--- src/rtl/clifford_tableau_gate_engine_core_macros.svh ---
// Assertion macros shared by the tableau gate engine RTL.
// Included by modules that carry concurrent assertions; needs no package.
`ifndef CLIFFORD_TABLEAU_GATE_ENGINE_CORE_MACROS_SVH
`define CLIFFORD_TABLEAU_GATE_ENGINE_CORE_MACROS_SVH

`ifndef SYNTH
`define CTGE_ASSERT_IMP(label, clk, rst_n, ante, cons, msg) \
    label: assert property (@(posedge clk) disable iff (!rst_n) (ante) |-> (cons)) \
        else $error(msg);
`define CTGE_ASSERT_NEXT(label, clk, rst_n, ante, cons, msg) \
    label: assert property (@(posedge clk) disable iff (!rst_n) (ante) |=> (cons)) \
        else $error(msg);
`else
`define CTGE_ASSERT_IMP(label, clk, rst_n, ante, cons, msg)
`define CTGE_ASSERT_NEXT(label, clk, rst_n, ante, cons, msg)
`endif

`endif

--- src/rtl/ctge_pkg.sv ---
// Package for the tableau gate engine: sizes, op codes, payload structs
// and the command and status types between controller and datapath.
package ctge_pkg;

    localparam int QUBITS = 64;
    localparam int QFW = 6;
    localparam int DW = 64;
    localparam int QW = (QUBITS > 1) ? $clog2(QUBITS) : 1;
    localparam logic [QFW:0] QUBITS_LIM = (QFW + 1)'(QUBITS);

    typedef enum logic [3:0] {
        OP_CX      = 4'd0,
        OP_CY      = 4'd1,
        OP_CZ      = 4'd2,
        OP_SWAP    = 4'd3,
        OP_H_XY    = 4'd4,
        OP_H_YZ    = 4'd5,
        OP_H_XZ    = 4'd6,
        OP_X       = 4'd7,
        OP_WR_X    = 4'd8,
        OP_WR_Z    = 4'd9,
        OP_WR_SIGN = 4'd10,
        OP_RD_X    = 4'd11,
        OP_RD_Z    = 4'd12,
        OP_RD_SIGN = 4'd13
    } op_t;

    typedef enum logic [2:0] {
        CLS_DIRECT,
        CLS_READ,
        CLS_WRITE,
        CLS_GATE1,
        CLS_GATE2
    } req_class_t;

    typedef struct packed {
        logic [3:0]     op;
        logic [QFW-1:0] qubit_first;
        logic [QFW-1:0] qubit_second;
        logic           half_select;
        logic [DW-1:0]  write_data;
    } ctge_req_t;

    typedef struct packed {
        logic [DW-1:0] read_data;
        logic          same_qubit_error;
    } ctge_rsp_t;

    typedef struct packed {
        logic load;
        logic rd_b;
        logic cap_a;
        logic exec;
        logic wr_b;
        logic wr_row;
    } ctge_cmd_t;

    typedef struct packed {
        req_class_t in_class;
    } ctge_status_t;

endpackage

--- src/rtl/ctge_ctrl.sv ---
// Controller of the tableau gate engine: sequences memory reads, the update
// and write-back for each request. Uses ctge_pkg and the assertion macro header.
`include "clifford_tableau_gate_engine_core_macros.svh"

module ctge_ctrl
    import ctge_pkg::*;
(
    input  logic         clk,
    input  logic         rst_n,
    input  logic         start,
    input  ctge_status_t status,
    output ctge_cmd_t    cmd,
    output logic         busy,
    output logic         done
);

    typedef enum logic [2:0] {
        S_IDLE,
        S_RD_A,
        S_RD_B,
        S_EXEC,
        S_WR_B,
        S_WR,
        S_DONE
    } state_t;

    state_t     state_reg;
    state_t     state_next;
    req_class_t class_reg;
    req_class_t class_next;
    logic       busy_reg;
    logic       busy_next;
    logic       done_reg;
    logic       done_next;
    logic       accept;

    always_comb
    begin
        accept     = start && !busy_reg;
        state_next = state_reg;
        class_next = class_reg;
        unique case (state_reg)
            S_IDLE, S_DONE:
            begin
                if (accept)
                begin
                    class_next = status.in_class;
                    unique case (status.in_class)
                        CLS_DIRECT: state_next = S_DONE;
                        CLS_WRITE:  state_next = S_WR;
                        default:    state_next = S_RD_A;
                    endcase
                end
                else
                begin
                    state_next = S_IDLE;
                end
            end
            S_RD_A:
            begin
                state_next = S_RD_B;
            end
            S_RD_B:
            begin
                state_next = (class_reg == CLS_READ) ? S_DONE : S_EXEC;
            end
            S_EXEC:
            begin
                state_next = (class_reg == CLS_GATE2) ? S_WR_B : S_DONE;
            end
            S_WR_B, S_WR:
            begin
                state_next = S_DONE;
            end
            default:
            begin
                state_next = S_IDLE;
            end
        endcase
        busy_next = (state_next != S_IDLE) && (state_next != S_DONE);
        done_next = (state_next == S_DONE);
    end

    always_ff @(posedge clk or negedge rst_n)
    begin
        if (!rst_n)
        begin
            state_reg <= S_IDLE;
            class_reg <= CLS_DIRECT;
            busy_reg  <= 1'b0;
            done_reg  <= 1'b0;
        end
        else
        begin
            state_reg <= state_next;
            class_reg <= class_next;
            busy_reg  <= busy_next;
            done_reg  <= done_next;
        end
    end

    always_comb
    begin
        cmd.load   = accept;
        cmd.rd_b   = (state_reg == S_RD_B);
        cmd.cap_a  = (state_reg == S_RD_B);
        cmd.exec   = (state_reg == S_EXEC);
        cmd.wr_b   = (state_reg == S_WR_B);
        cmd.wr_row = (state_reg == S_WR);
    end

    assign busy = busy_reg;
    assign done = done_reg;

    `CTGE_ASSERT_NEXT(a_accept_proceeds, clk, rst_n, accept, busy_reg || done_reg, "Accepted request was dropped.")
    `CTGE_ASSERT_IMP(a_done_not_busy, clk, rst_n, done_reg, !busy_reg && (state_reg == S_DONE), "Done strobe outside the done state.")
    `CTGE_ASSERT_NEXT(a_two_qubit_writeback, clk, rst_n, (state_reg == S_EXEC) && (class_reg == CLS_GATE2), state_reg == S_WR_B, "Two-qubit gate skipped its second write-back.")
    `CTGE_ASSERT_NEXT(a_read_pair, clk, rst_n, state_reg == S_RD_A, state_reg == S_RD_B, "First row read not followed by second.")

endmodule

--- config.mk ---
export PLATFORM = sky130hd
export DESIGN_NAME = ctge_ctrl
export DESIGN_NICKNAME = d
export VERILOG_FILES = /design/src/rtl/ctge_pkg.sv /design/src/rtl/ctge_ctrl.sv
export VERILOG_INCLUDE_DIRS = /design/src /design/src/rtl
export SDC_FILE = /design/constraint.sdc
export NUM_CORES = 1
export LEC_CHECK = 0
export BUFFER_PORTS_ARGS = -buffer_cell sky130_fd_sc_hd__buf_4
export CORE_AREA = 2 2 39 41
export DETAILED_ROUTE_END_ITERATION = 6
export DIE_AREA = 0 0 41 43
export SYNTH_ARGS = -nofsm -noshare
export SYNTH_HDL_FRONTEND = slang
export SYNTH_SLANG_ARGS = --single-unit
export TNS_END_PERCENT = 10
--- constraint.sdc ---
create_clock -name clk -period 1.8 [get_ports clk]
set_input_delay 0.09 -clock clk [delete_from_list [all_inputs] [get_ports clk]]
set_output_delay 0.09 -clock clk [all_outputs]
set_load 0.03 [all_outputs]
== Word level (Yosys, flattened, before mapping) ==
Cells that the tools add are included.

* Flip-flop bits (word level): 8
* Input port bits: 6
* Output and inout bits: 8
* Logic and storage cells: 29

* Eq/ne operators: 11
* Multiplexer cells: 5
* Reduce and logical (&&, ||, !) cells: 9

{| class="wikitable"
|+ Operators by type and width
! kind !! number
|-
| 3-bit == test, second input constant || 5
|-
| 3-bit case mux with 5 select lines || 1
|-
| 3-bit by 2-bit == test with 1-bit output, second input constant || 3
|-
| 3-bit by 1-bit == test with 1-bit output, second input constant || 2
|-
| 3-bit zero test || 2
|-
| 3-bit 2-to-1 mux || 2
|-
| 3-bit case mux with 2 select lines || 1
|-
| 2-bit OR reduction || 2
|-
| 3-bit != test, second input constant || 1
|-
| 3-bit nonzero test || 1
|-
| 1-bit logical AND || 2
|-
| 2-bit 2-to-1 mux || 1
|-
| 2-bit AND reduction || 1
|-
| 1-bit zero test || 1
|}

== Longest topological paths before layout ==
Gate-level depths: netlist of run 1.

* Depth after elaboration: 6
* Gate-level depth with buffers: 4
* Mapped depth without buffers: 3

== Worst setup path before layout of run 1 ==
Ideal clock, no wire load.

* Path kind: register to output
* From: register state_reg[2]
* To: output cmd[4] (netlist name)
* Arrival: 1.415 ns
* Data required time: 1.710 ns
* Path slack: 0.295 ns
* Stages on the path, launching flop included: 4
* Buffers on the path: 1
* Path through: dfrtp_1 > nand2b_2 > nor2_1 > buf_4

{| class="wikitable"
|+ RTL lines
! item !! RTL line !! RTL
|-
| start, declared || ctge_ctrl.sv:27 || <nowiki>state_t state_reg;</nowiki>
|-
| start signal, assigned || ctge_ctrl.sv:95 || <nowiki>state_reg <= state_next;</nowiki>
|-
| end, declared || ctge_ctrl.sv:12 || <nowiki>output ctge_cmd_t cmd,</nowiki>
|}

==> results of run 1 <==
-- final cells by class --
type / instances / area [um^2]
fillers: 136 / 780.7
multi-input cells: 31 / 249.0
flip-flops and latches: 8 / 200.2
repair buffers: 14 / 107.6
clock buffers: 3 / 22.52
well taps: 16 / 20.02
inverters: 1 / 3.754
-- cell usage after synthesis --
cell and instances:
sky130_fd_sc_hd__nor3_1 1, sky130_fd_sc_hd__a31o_1 1, sky130_fd_sc_hd__buf_4 2, sky130_fd_sc_hd__nand2_1 3
sky130_fd_sc_hd__nor2_1 4, sky130_fd_sc_hd__nand2b_2 1, sky130_fd_sc_hd__nand3_1 1, sky130_fd_sc_hd__o221ai_1 1
sky130_fd_sc_hd__o21ai_0 2, sky130_fd_sc_hd__a21o_1 1, sky130_fd_sc_hd__o211ai_1 1, sky130_fd_sc_hd__nor3b_4 1
sky130_fd_sc_hd__nand4_1 1, sky130_fd_sc_hd__a21oi_1 1, sky130_fd_sc_hd__inv_1 1, sky130_fd_sc_hd__a32oi_1 1
sky130_fd_sc_hd__buf_6 1, sky130_fd_sc_hd__mux2_4 3, sky130_fd_sc_hd__nand2b_4 1, sky130_fd_sc_hd__o311ai_1 1
sky130_fd_sc_hd__or3b_1 2, sky130_fd_sc_hd__dfrtp_1 8, sky130_fd_sc_hd__or3_2 1, sky130_fd_sc_hd__nand3_4 1
sky130_fd_sc_hd__nor2b_1 2
-- layout by cell type, fill, tap and decap left out, types with 2 or more instances in the layout --
cell,Yosys,final
sky130_fd_sc_hd__buf_4,2,13
sky130_fd_sc_hd__dfrtp_1,8,8
sky130_fd_sc_hd__nor2_1,4,4
sky130_fd_sc_hd__nand2_1,3,3
sky130_fd_sc_hd__mux2_4,3,3
sky130_fd_sc_hd__clkbuf_4,0,3
sky130_fd_sc_hd__or3b_1,2,2
sky130_fd_sc_hd__nor2b_1,2,2
sky130_fd_sc_hd__o21ai_0,2,2
-- cells by family after synthesis --
| kind of cell | count (synthesis) |
|---|---|
| mux | 3 |
| flops | 8 |
| compound gates | 9 |
| simple gates | 19 |
| buf+inv | 4 |
-- report_power, final --
group / internal, uW / switching (uW) / total [uW] / leakage, uW
Sequential: 272 / 97.9 / 369 / 0.0000955
Combinational: 303 / 365 / 668 / 0.000167
Clock: 75.8 / 52.9 / 129 / 0.0000138
-- timing repair --
item | 4_1_cts | 5_1_grt
hold buffers | 1 | 0
setup endpoints to repair | 0 | 0
endpoints found under the hold margin | 8 | 0
setup buffers | 0 | 0
-- final timing paths --
kind                                   start      endpoint  slack, ps  depth (start not counted)
worst min register to register  class_reg[0]  class_reg[0]        530                          1
worst max register to register  state_reg[0]  class_reg[2]        490                          3
min in group asynchronous              rst_n  class_reg[1]        200                          2
worst max-delay path            state_reg[2]        cmd[3]        350                          3
max in group asynchronous              rst_n  state_reg[2]       1470                          2
worst min-delay path               status[0]  state_reg[2]         90                          2
-- worst max-delay path, stage by stage (launching register included) --
cell	delay, ps
sky130_fd_sc_hd__dfrtp_1	440
sky130_fd_sc_hd__nand2b_2	270
sky130_fd_sc_hd__nor2_1	210
sky130_fd_sc_hd__buf_4	200
-- layer usage --
layer,wire length (um),vias to the layer above
met3,51,0
met2,381,9
met1,403,177
met5,0,-
li1,-,184
met4,0,0
-- per-stage QoR --
stage | cell area, um^2 | setup WS (ps) | hold WS (ps) | power, uW | utilization (%)
2_1_floorplan | 479.2 | 294.8 | -205.6 | 895.7 | -
3_3_place_gp | 570.5 | 491.5 | -87.42 | 1041 | 41.23
3_5_place_dp | 570.5 | 497.0 | -85.86 | 1038 | 41.23
4_1_cts | 603.1 | 321.0 | 75.05 | 1180 | 43.58
5_1_grt | 603.1 | 216.0 | 74.32 | 1266 | 43.58
6_report | 603.1 | 346.4 | 88.85 | 1167 | 43.58
==> impl_results.md, run 1 <==
* Result of the run: finished clean
* Largest fanout on the critical path at 6
* Capturing element type of the critical path: primary output
* Max frequency at 688.0 MHz
* Number of placed instances with taps included at between 60 and 70
* Clock root buffer master: sky130_fd_sc_hd__clkbuf_4
* DR vias/cell at 5.068
* Max-slew headroom at the worst pin at 79.84%
* Number of H-tree levels at 1
* Transition at the pin with the smallest max-transition slack at 300.1 ps
* Vias after detailed routing at 370
* Count of state elements after synthesis at 8
* Reg clk slew, reported paths at 50 ps
* GR met2 Demand/Resource at 17.19%
* Fraction of layout instances using a drive strength above 1 at 42.11%
* Arrival time worst endpoint at roughly 1400 ps
* Number of instances in the synthesized netlist at 43
* Max-slew violation count at 0
* Simple-gate portion of the synthesized area at 28.98%
* Overall overflow remaining after global route at 0
* Largest cells by area after synthesis: sky130_fd_sc_hd__dfrtp_1 42%, sky130_fd_sc_hd__mux2_4 9.4%, sky130_fd_sc_hd__nor3b_4 3.9%
* Global-route wire length before repair at around 1.5 mm
* Width of the die at 41 um
* Die outline height at 43 um
* Worst Path Class, Setup: reg -> out
* Detailed placer's ending HPWL at 662.8 um
* Port bufs at 13
* Std cell rows at 14
* Worst ir drop on vdd at 0.0007956 V
* Data required, critical path at between 1500 and 2000 ps
* Share of synthesized cell area in full adder, half adder and majority cells at 0%
* Worst Skew at 1.750 ps
* Final RePlAce weighted congestion at 0.7234
* CORE AREA at 1384 um^2
* Total routing resource utilization after global routing at 11.90%
* Number of remaining DRC errors at 0
* Clock network latency to the later pin of the worst-skew pair at 240 ps
* Hold crit path type: in -> reg
* Number of endpoints with negative hold slack in the final report at 0
* Pin count of the biggest net entering global routing at 9
* Power density of the placed cells at 1934 nW/um^2
* Average size of a mapped cell at 11.14 um^2
* Post-synthesis cell type count at 25
* Dominant combinational cell family by area after synthesis: simple AND/OR/NAND/NOR gates
* Net Count, Synth at 49
* Antenna violation net count after detailed routing at 0
* Effective utilization at floorplan at 34.63%
* Met1 Usage GRT at between 10% and 20%
* Total of endpoints with negative setup slack in the final report at 0
* Area added between synthesis and finish at 25.85%
* Most heavily used metal layer in global routing: met2
* Area of the mapped netlist at 479.2 um^2
* CTS Sinks at 8
* Initial antenna violation count at 0
* Synthesis warning total at 0
* Max-capacitance violation count at 0
* Period utilisation layout at about 80%
* Cell taking the most area after synthesis: sky130_fd_sc_hd__dfrtp_1
* Inserted Clock Buffers at 3
* Time the final worst path needs with I/O delays and setup at 1454 ps
* NumNets Final at 65
* Kind of launch point of the worst setup path: flop
* Sequential cell area fraction in the yosys report at 41.78%
* TritonCTS clock tree: done
* P_leak at 0.0002768 uW
* Setup repair after global routing missed its margin: no
* Antenna Diode Count at 0
* Wirelength, routed at approximately 840 um
* Met3 global-route usage at under 10%
* Proportion of netlist area held by the largest area contributor at approximately two fifths
* Die outline area at 1763 um^2
* Buffer levels on the longest clock path at 2
* Cell Count, Final, Fillers Out at 73
* Sum Neg Setup Slack at 0 ps
* Post-detailed-route wirelength per cell at 11.45 um
* Compound-Gate Fraction of Synth Area at 13.58%
* Post-Synth XOR/XNOR Area at 0%
* Number of global-route vias before repair at around 370
* Number of optimization iterations in the first detailed-route pass at 4
* Multiplexer share of the synthesized area at 9.399%
* Number of resized instances in the post-cts repair step at 0
* Number of DRC markers in iteration 0 at 4
* I/O pin count at 14
No activity file was read; power rests on OpenSTA's default activity.
==> run 2: changes to the inputs <==
- ABC_AREA: unset -> 1
- clock period: 1.8 -> 1.4 ns (I/O delays scaled with it)
==> run 2 against run 1 <==
  * Cell count grew 41%
  * Clock power grew 29%
  * Power grew 39%
  * Count of clock-buffer cells in the layout is the same
  * Utilization grew 4.4 points
  * Sequential cell count is the same
  * Sequential share of layout area shrank 3.1 points
  * Via count grew 25%
  * Setup slack lost 120 ps
  * Die area is the same
  * Largest cell class unchanged
  * Largest power group unchanged
==> impl_results.md, run 2 <==
* Number of remaining DRC errors at 0 (unchanged)
* Post-synthesis cell type count at 14 (-44%)
* Antenna Diode Count at 0 (unchanged)
* Layout filler cell count at 141 (+3.7%)
* Sum Neg Setup Slack at 0 ps (unchanged)
* Max-capacitance violation count at 0 (unchanged)
* Width of the die at 41 um (unchanged)
* Arrival time worst endpoint at 1110 ps (-250 ps)
* NumNets Final at 95 (+46%)
* Total routing resource utilization after global routing at 13.91% (+2.0 points)
* CORE AREA at 1384 um^2 (unchanged)
* Number of resized instances in the post-cts repair step at 0 (unchanged)
* Largest cells by area after synthesis: sky130_fd_sc_hd__dfrtp_1 38%, sky130_fd_sc_hd__nand2_1 13%, sky130_fd_sc_hd__nand2_2 9.5%
* Sequential cell area fraction in the yosys report at 37.83% (-4.0 points)
* Most frequent cells in the layout: 18 x sky130_fd_sc_hd__nand2_1, 13 x sky130_fd_sc_hd__buf_4, 11 x sky130_fd_sc_hd__nor2_1
* Port bufs at 13 (unchanged)
* Max frequency at 850.3 MHz
* Most frequent standard cell in the layout excluding fill and tap cells: sky130_fd_sc_hd__nand2_1
* Worst Skew at 2.603 ps (+0.8529 ps)
* Die outline area at 1763 um^2 (unchanged)
* Time the final worst path needs with I/O delays and setup at 1176 ps
* Commonest cells post-synth: 18 x sky130_fd_sc_hd__nand2_1, 11 x sky130_fd_sc_hd__nor2_1, 8 x sky130_fd_sc_hd__dfrtp_1, 8 x sky130_fd_sc_hd__nand2_2
* Number of optimization iterations in the first detailed-route pass at 4 (unchanged)
* Result of the run: finished clean
* Number of global-route vias before repair at 406 (+11%)
* Count of state elements after synthesis at 8 (unchanged)
* Die outline height at 43 um (unchanged)
* Vias after detailed routing at 464 (+25%)
* Worst ir drop on vdd at 0.0009881 V (+24%)
* Post-Route Utilization at 48.01% (+4.4 points)
* Number of DRC markers in iteration 0 at 8 (+4)
* Area added between synthesis and finish at 25.53%
* Antenna violation net count after detailed routing at 0 (unchanged)
* Inserted Clock Buffers at 3 (unchanged)
* Effective utilization at floorplan at 38.25% (+3.6 points)
* Worst Hold Slack at 47.87 ps (-40.98 ps)
* Fraction of layout instances using a drive strength above 1 at 42.53% (+0.42 points)
* Buffer levels on the longest clock path at 2 (unchanged)
* Max-slew headroom at the worst pin at 83.66% (+3.8 points)
* Largest fanout on the critical path at 5 (-1)
* Synthesis warning total at 0 (unchanged)
* Clock root buffer master: sky130_fd_sc_hd__clkbuf_4
* Net Count, Synth at 78 (+59%)
* Setup repair after global routing missed its margin: no
* Power density of the placed cells at 2433 nW/um^2 (+26%)
* Number of H-tree levels at 1 (unchanged)
* Global-route wire length before repair at 1.600 mm (+9.4%)
* Max-slew violation count at 0 (unchanged)
* Capturing element type of the critical path: primary output
* Std cell rows at 14 (unchanged)
* Count of flip-flops with a built-in enable after synthesis at 0 (unchanged)
* Primary FF master, synth: sky130_fd_sc_hd__dfrtp_1
* Post-synthesis async set-or-reset flop share at 100.0% (unchanged)
* TritonCTS clock tree: done
* Data required, critical path at 1330 ps (-380 ps)
* Initial antenna violation count at 0 (unchanged)
* Hold crit path type: in -> reg
* Pin count of the biggest net entering global routing at 9 (unchanged)
* Detailed placer's ending HPWL at 818.3 um (+23%)
* Clock network latency to the later pin of the worst-skew pair at 250 ps (about the same)
* Average size of a mapped cell at 7.351 um^2 (-34%)
* Transition at the pin with the smallest max-transition slack at 245.1 ps (-54.96 ps)
* CTS Sinks at 8 (unchanged)
* Post-detailed-route wirelength per cell at 9.301 um (-19%)
* I/O pin count at 14 (unchanged)
* Proportion of netlist area held by the largest area contributor at 37.83% (-4.0 points)
* P_leak at 0.0003650 uW (+32%)
* Period utilisation layout at between 80% and 90%
* Number of instances in the synthesized netlist at 72 (+67%)
* DR vias/cell at 4.505 (-11%)
* Final RePlAce weighted congestion at 0.7958 (+10%)
* Total of endpoints with negative setup slack in the final report at 0 (unchanged)
* Worst Path Class, Setup: reg -> out
* Kind of launch point of the worst setup path: flop
* Overall overflow remaining after global route at 0 (unchanged)
* Most instantiated library cell after synthesis: sky130_fd_sc_hd__nand2_1
* Cell taking the most area after synthesis: sky130_fd_sc_hd__dfrtp_1
* Number of endpoints with negative hold slack in the final report at 0 (unchanged)
* Reg clk slew, reported paths at 50 ps (about the same)
* Wirelength, routed at 958 um (+15%)
* Area of the mapped netlist at 529.3 um^2 (+10%)
==> run 2: worst paths after layout <==
path	endpoint	cells past startpoint	from	slack, ps
setup reg to reg	busy	8	state_reg[0]	240
max in group asynchronous	state_reg[2]	2	rst_n	1100
hold reg to reg	class_reg[0]	2	class_reg[0]	510
setup / recovery	cmd[4]	4	state_reg[0]	220
min in group asynchronous	class_reg[2]	2	rst_n	170
hold / removal	class_reg[2]	3	status[2]	50
==> run 2: worst max-delay path, stage by stage (launching register included) <==
cell	delay, ps
sky130_fd_sc_hd__dfrtp_1	420
sky130_fd_sc_hd__inv_2	110
sky130_fd_sc_hd__nand3_1	90
sky130_fd_sc_hd__inv_1	80
sky130_fd_sc_hd__buf_4	150
==> run 2: power by group <==
group	internal (uW)	leakage, uW	switching [uW]
combinational	358	0.000251	648
clock	97.5	0.0000138	69.5
sequential	337	0.0000999	106
==> run 2: through the flow <==
| stage | area, um^2 | worst slack, ps | std cells | total power [uW] |
|---|---|---|---|---|
| after CTS | 664.4 | 197.1 | 103 | 1644 |
| final | 664.4 | 223.9 | 103 | 1616 |
| after detailed placement | 631.9 | 237.9 | 99 | 1461 |
| after floorplan | 529.3 | 235.8 | 72 | 1239 |
| after global placement | 631.9 | 238.7 | 99 | 1458 |
| after global routing | 664.4 | 96.62 | 103 | 1778 |
==> run 2: area by class of cell <==
cell class                 count  area [um^2]  share of cell area [%]
multi-input combinational     50        269.0                   40.49
sequential                     8        200.2                   30.13
timing repair buffer          14        107.6                   16.20
inverter                      12        45.04                   6.780
clock buffer                   3        22.52                   3.390
tap                           16        20.02                   3.013
==> run 2: kinds of logic after synthesis <==
family                 Yosys count  synth area share (%)
buffers and inverters           14                 11.35
and+or+nand+nor                 46                 44.92
AOI/OAI and AO/OA                4                 5.910
DFF                              8                 37.82
==> run 2: per-layer routing <==
metal	part of all wire, %	routed length [um]	GRT usage (%)	vias to the layer above
li1	-	-	-	246
met1	43	409	16.67	207
met2	53	511	21.56	11
met3	3.9	37	6.283	0
met4	0	0	4.000	0
met5	0	0	0	-
==> run 2: timing repair <==
action | in CTS | in global routing
hold buffers | 1 | 0
buffers inserted | 0 | 0
endpoints found under the hold margin | 8 | 0
